File: src/design/kdpt_ram.sv
// ----------------------------------------------------------------------------
// kdpt_ram
// Generic simple dual port RAM: one write port, one read port, registered read.
// ----------------------------------------------------------------------------
module kdpt_ram #(
    parameter int WIDTH = 8,
    parameter int DEPTH = 16
) (
    input  logic                                 i_clk,
    input  logic                                 i_we,
    input  logic [(DEPTH > 1 ? $clog2(DEPTH) : 1)-1:0] i_waddr,
    input  logic [WIDTH-1:0]                     i_wdata,
    input  logic                                 i_re,
    input  logic [(DEPTH > 1 ? $clog2(DEPTH) : 1)-1:0] i_raddr,
    output logic [WIDTH-1:0]                     o_rdata
);

    logic [WIDTH-1:0] r_mem [DEPTH];
    logic [WIDTH-1:0] r_rdata;

    always_ff @(posedge i_clk) begin
        if (i_we) begin
            r_mem[i_waddr] <= i_wdata;
        end
        if (i_re) begin
            r_rdata <= r_mem[i_raddr];
        end
    end

    assign o_rdata = r_rdata;

endmodule

File: config.mk
export PLATFORM = sky130hd
export DESIGN_NAME = kdpt_ram
export DESIGN_NICKNAME = d
export VERILOG_FILES = /design/src/design/kdpt_ram.sv
export SDC_FILE = /design/constraint.sdc
export NUM_CORES = 1
export LEC_CHECK = 0
export ABC_AREA = 0
export BUFFER_PORTS_ARGS = -buffer_cell sky130_fd_sc_hd__buf_2
export CORE_AREA = 2 2 136 138
export DETAILED_ROUTE_END_ITERATION = 6
export DIE_AREA = 0 0 138 140
export GPL_ROUTABILITY_DRIVEN = 0
export GPL_TIMING_DRIVEN = 0
export PLACE_DENSITY = 0.45
export SLEW_MARGIN = 15
export SYNTH_ARGS = -nofsm -noshare
export SYNTH_HDL_FRONTEND = slang
export SYNTH_SLANG_ARGS = --single-unit
File: constraint.sdc
create_clock -name i_clk -period 2.1 [get_ports i_clk]
set_clock_uncertainty 0.1 [all_clocks]
set_input_delay 0.105 -clock i_clk [delete_from_list [all_inputs] [get_ports i_clk]]
set_output_delay 0.105 -clock i_clk [all_outputs]
set_load 0.005 [all_outputs]
# [Word level (Yosys, flattened, before mapping)]
# Memories as Yosys holds them, arrays and structs flattened. A register that Yosys moved wholly into a read port is not among the register bits.
# Index checks and enable logic that the tools add are counted.
[word_totals] regBits=0 mem_bits_rw=128 inputBits=19 word_cells=3 mem_count=1
[op_classes] n_mux=2
[memory_table] name="r_mem" words=16 word_bits=8 read_ports=1 rd_ports_with_merged_regs=1 wr=1 line="18" source="logic [WIDTH-1:0] r_mem [DEPTH];"
[ops] cell="$mux W1" n=2

# [Logic depth before layout (Yosys ltp)]
[logic_depth] word_depth=2 depth_mapped=5 depth_no_buf=3

# [Worst setup path after synthesis]
# OpenSTA, ideal clock, no wires.
[synth_timing] path_type="input to register" startpoint="in i_waddr[2] in the netlist's numbering" endpoint="mem r_mem[0][0], enable pin" setup_time_ps=383 arrival_ps=1215 path_slack_ps=402 cell_stages=2 cell_sequence="or3b_2 -> nor3_1"
[synth_lines] item="from (decl)" line="11" source="input logic [(DEPTH > 1 ? $clog2(DEPTH) : 1)-1:0] i_waddr,"
[synth_lines] item="to (decl)" line="18"
# No word-level cell before the write port.

==> run metrics <==
power share of the sequential group=0.473; simple-gate area share of the yosys netlist=0.0314; Slew @ Worst Pin=917 ps; GRT overflow=0; Tot Pwr=0.00649 W; HP Start=i_wdata[7]; Post-Synthesis Cells=229; compound-gate portion of the synthesized area=0.0230; mux share of post-synthesis cell area=0.148; count of cell types in the netlist=18; CTS Sinks=136; adder-cell share of the synthesized area=0; detailed-route DRC error count=0; CTS tree=built; htree depth=4; Initial DRC Count=196; syn_area_per_cell=22.8 sq um; CTS root buf=clkbuf_16; clock power share=0.479; pwr dens=1030 nW/um^2; RR Startpoint=r_mem[1][0]$_DFFE_PP_; Layout Nets=295; initial antenna violation count=0; core area=17800 sq um; crit path max fanout=1; internal power=0.00526 W; number of synthesized register bits=136; Clock Pin Slew Worst Setup and Hold Paths=50 ps; post-CTS resize count=0; Inserted Diodes=0; antenna-violating nets left=0; CP required=2130 ps; max-slew violations=0; die height=140 um; syn nets=248; I/O Buffers=25; synth-to-layout area growth=20.6%; leak pwr=2.07 nW; number of global-route vias before repair=2591; maximum operating frequency=559 MHz; Post-Synth XOR/XNOR Area=0; share of the synthesized area in the top cell type=0.781; first-pass GRT wire length=16500 um; Synth area leader=edfxtp_1; worst hold path type=primary input to register; worst setup path start=r_mem[1][0]$_DFFE_PP_; Final Core Density=0.355; Total GRT Usage=0.123; Total Die Area=19300 sq um; post-layout minimum cycle time=1790 ps; maximum number of pins on one net before global-route repair=17; RSZ-0062 raised after global routing=no; Comb power frac=0.047; routed vias=2393; Worst-Skew Late Latency=420 ps; Psw=0.00123 W; status=finished clean; Final Setup Violations=0; Critical Path AT=1820 ps; final wirelength=11100 um; die width=138 um; starting density of the core=0.294; combinational family with the most area after synthesis=multiplexers; CP startpoint kind=register; period utilization=0.852; register area share after synthesis=0.781; kind of critical path=register to register; Cell Rows=49; DPL Wire Length=7160 um; share of cells above drive strength 1=0.288; switching share of power=0.189; IO Pins=27; WL per Instance=21.5 um; Worst setup EP type=register; Fin. Hold Viols=0; post-DR vias/cell=4.63; clock buffer depth=2; worst relative slew slack=0.387; fillcell total=1657; setup ws final=310 ps; Synth Cell Area=5230 sq um; pre-CTS WS=153 ps; TritonCTS Buffers=17; total of max-cap violations=0; maximum vdd drop=562 uV; YS warnings=0; DR pass1 iterations=4; Area contributors post-synth=edfxtp_1 (78%), mux4_2 (7.8%), mux4_1 (7.0%)
area by class of cell:
type | instances | area [sq um] | share of cell area
Multi-Input combinational cell | 83 | 1080 | 0.171
Clock inverter | 11 | 179 | 0.0284
Tap cell | 229 | 287 | 0.0454
Sequential cell | 136 | 4080 | 0.648
Clock buffer | 20 | 437 | 0.0693
Buffer | 10 | 86.3 | 0.0137
Timing Repair Buffer | 28 | 155 | 0.0246
kinds of logic (layout without fill, tap and decap cells):
logic type / count (synthesis) / after routing
AOI/OAI and AO/OA: 16 / 16
and+or+nand+nor: 35 / 35
DFF: 136 / 136
buffers and inverters: 10 / 69
muxes: 32 / 32
critical path, stage by stage (launching register included):
cell,delay (ps)
edfxtp_1,360
mux4_1,560
a22oi_1,330
nand2_1,170
sequential cells by signal (all words and copies together), names as in the netlist:
register,cells
o_rdata,8
r_mem,128
power by group through the flow:
stage	clock network [W]	logic (W)	registers, W
2_1_floorplan	0	0.000154	0.00313
3_3_place_gp	0	0.000301	0.00313
3_5_place_dp	0	0.000308	0.00313
4_1_cts	0.00317	0.000313	0.00307
5_1_grt	0.00329	0.000331	0.00308
6_report	0.00311	0.000306	0.00307
metrics by stage:
step                instances  setup TNS, ps  instance area (sq um)  hold WS (ps)
floorplan                 229              0                   5230           104
global placement          483          -2130                   5640           347
finish                    517              0                   6300          10.5
global route              517              0                   6300          11.5
CTS                       517              0                   6300          5.72
detailed placement        483              0                   5660           354
routing by layer:
metal  routed length [um]  vias to the layer above  part of all wire  track usage
met1                 5090                     1232              0.46        0.165
li1                     -                     1076                 -            -
met5                    0                        -                 0            0
met4                  150                        0             0.014       0.0424
met3                  635                       12             0.057       0.0390
met2                 5240                       73              0.47        0.189
final timing paths:
kind / depth (start not counted) / to / slack (ps)
worst max-delay path: 3 / o_rdata[0]$_DFFE_PP_ / 310
worst min-delay path: 1 / r_mem[5][7]$_DFFE_PP_ / 10
worst max register to register: 3 / o_rdata[0]$_DFFE_PP_ / 310
worst min register to register: 3 / o_rdata[1]$_DFFE_PP_ / 660
cells in the final DEF (no fill, tap or decap), drive strengths merged:
master	count
clkinv	5
nor3	4
nor2	13
nand2b	2
clkdlybuf4s25	3
clkinvlp	1
or3b	1
and2	1
edfxtp	136
mux4	32
bufinv	5
clkbuf	20
nand3b	2
dlygate4sd3	3
nand3	1
buf	32
nor2b	1
a22oi	16
and2b	1
nand2	9
synth_stat cells:
| master | count |
|---|---|
| buf_4 | 1 |
| buf_2 | 3 |
| nand3_1 | 1 |
| or3b_2 | 1 |
| and2b_1 | 1 |
| and2_1 | 1 |
| nor2b_1 | 1 |
| nor2_1 | 13 |
| clkdlybuf4s25_2 | 3 |
| nand3b_1 | 2 |
| mux4_1 | 14 |
| edfxtp_1 | 136 |
| nor3_1 | 4 |
| buf_6 | 3 |
| nand2_1 | 9 |
| mux4_2 | 18 |
| a22oi_1 | 16 |
| nand2b_1 | 2 |
timing repair:
item,in CTS,in global routing
endpoints found under the hold margin,33,0
hold buffers,3,0
buffers inserted,0,0
Power figures use the tool's default switching activity.
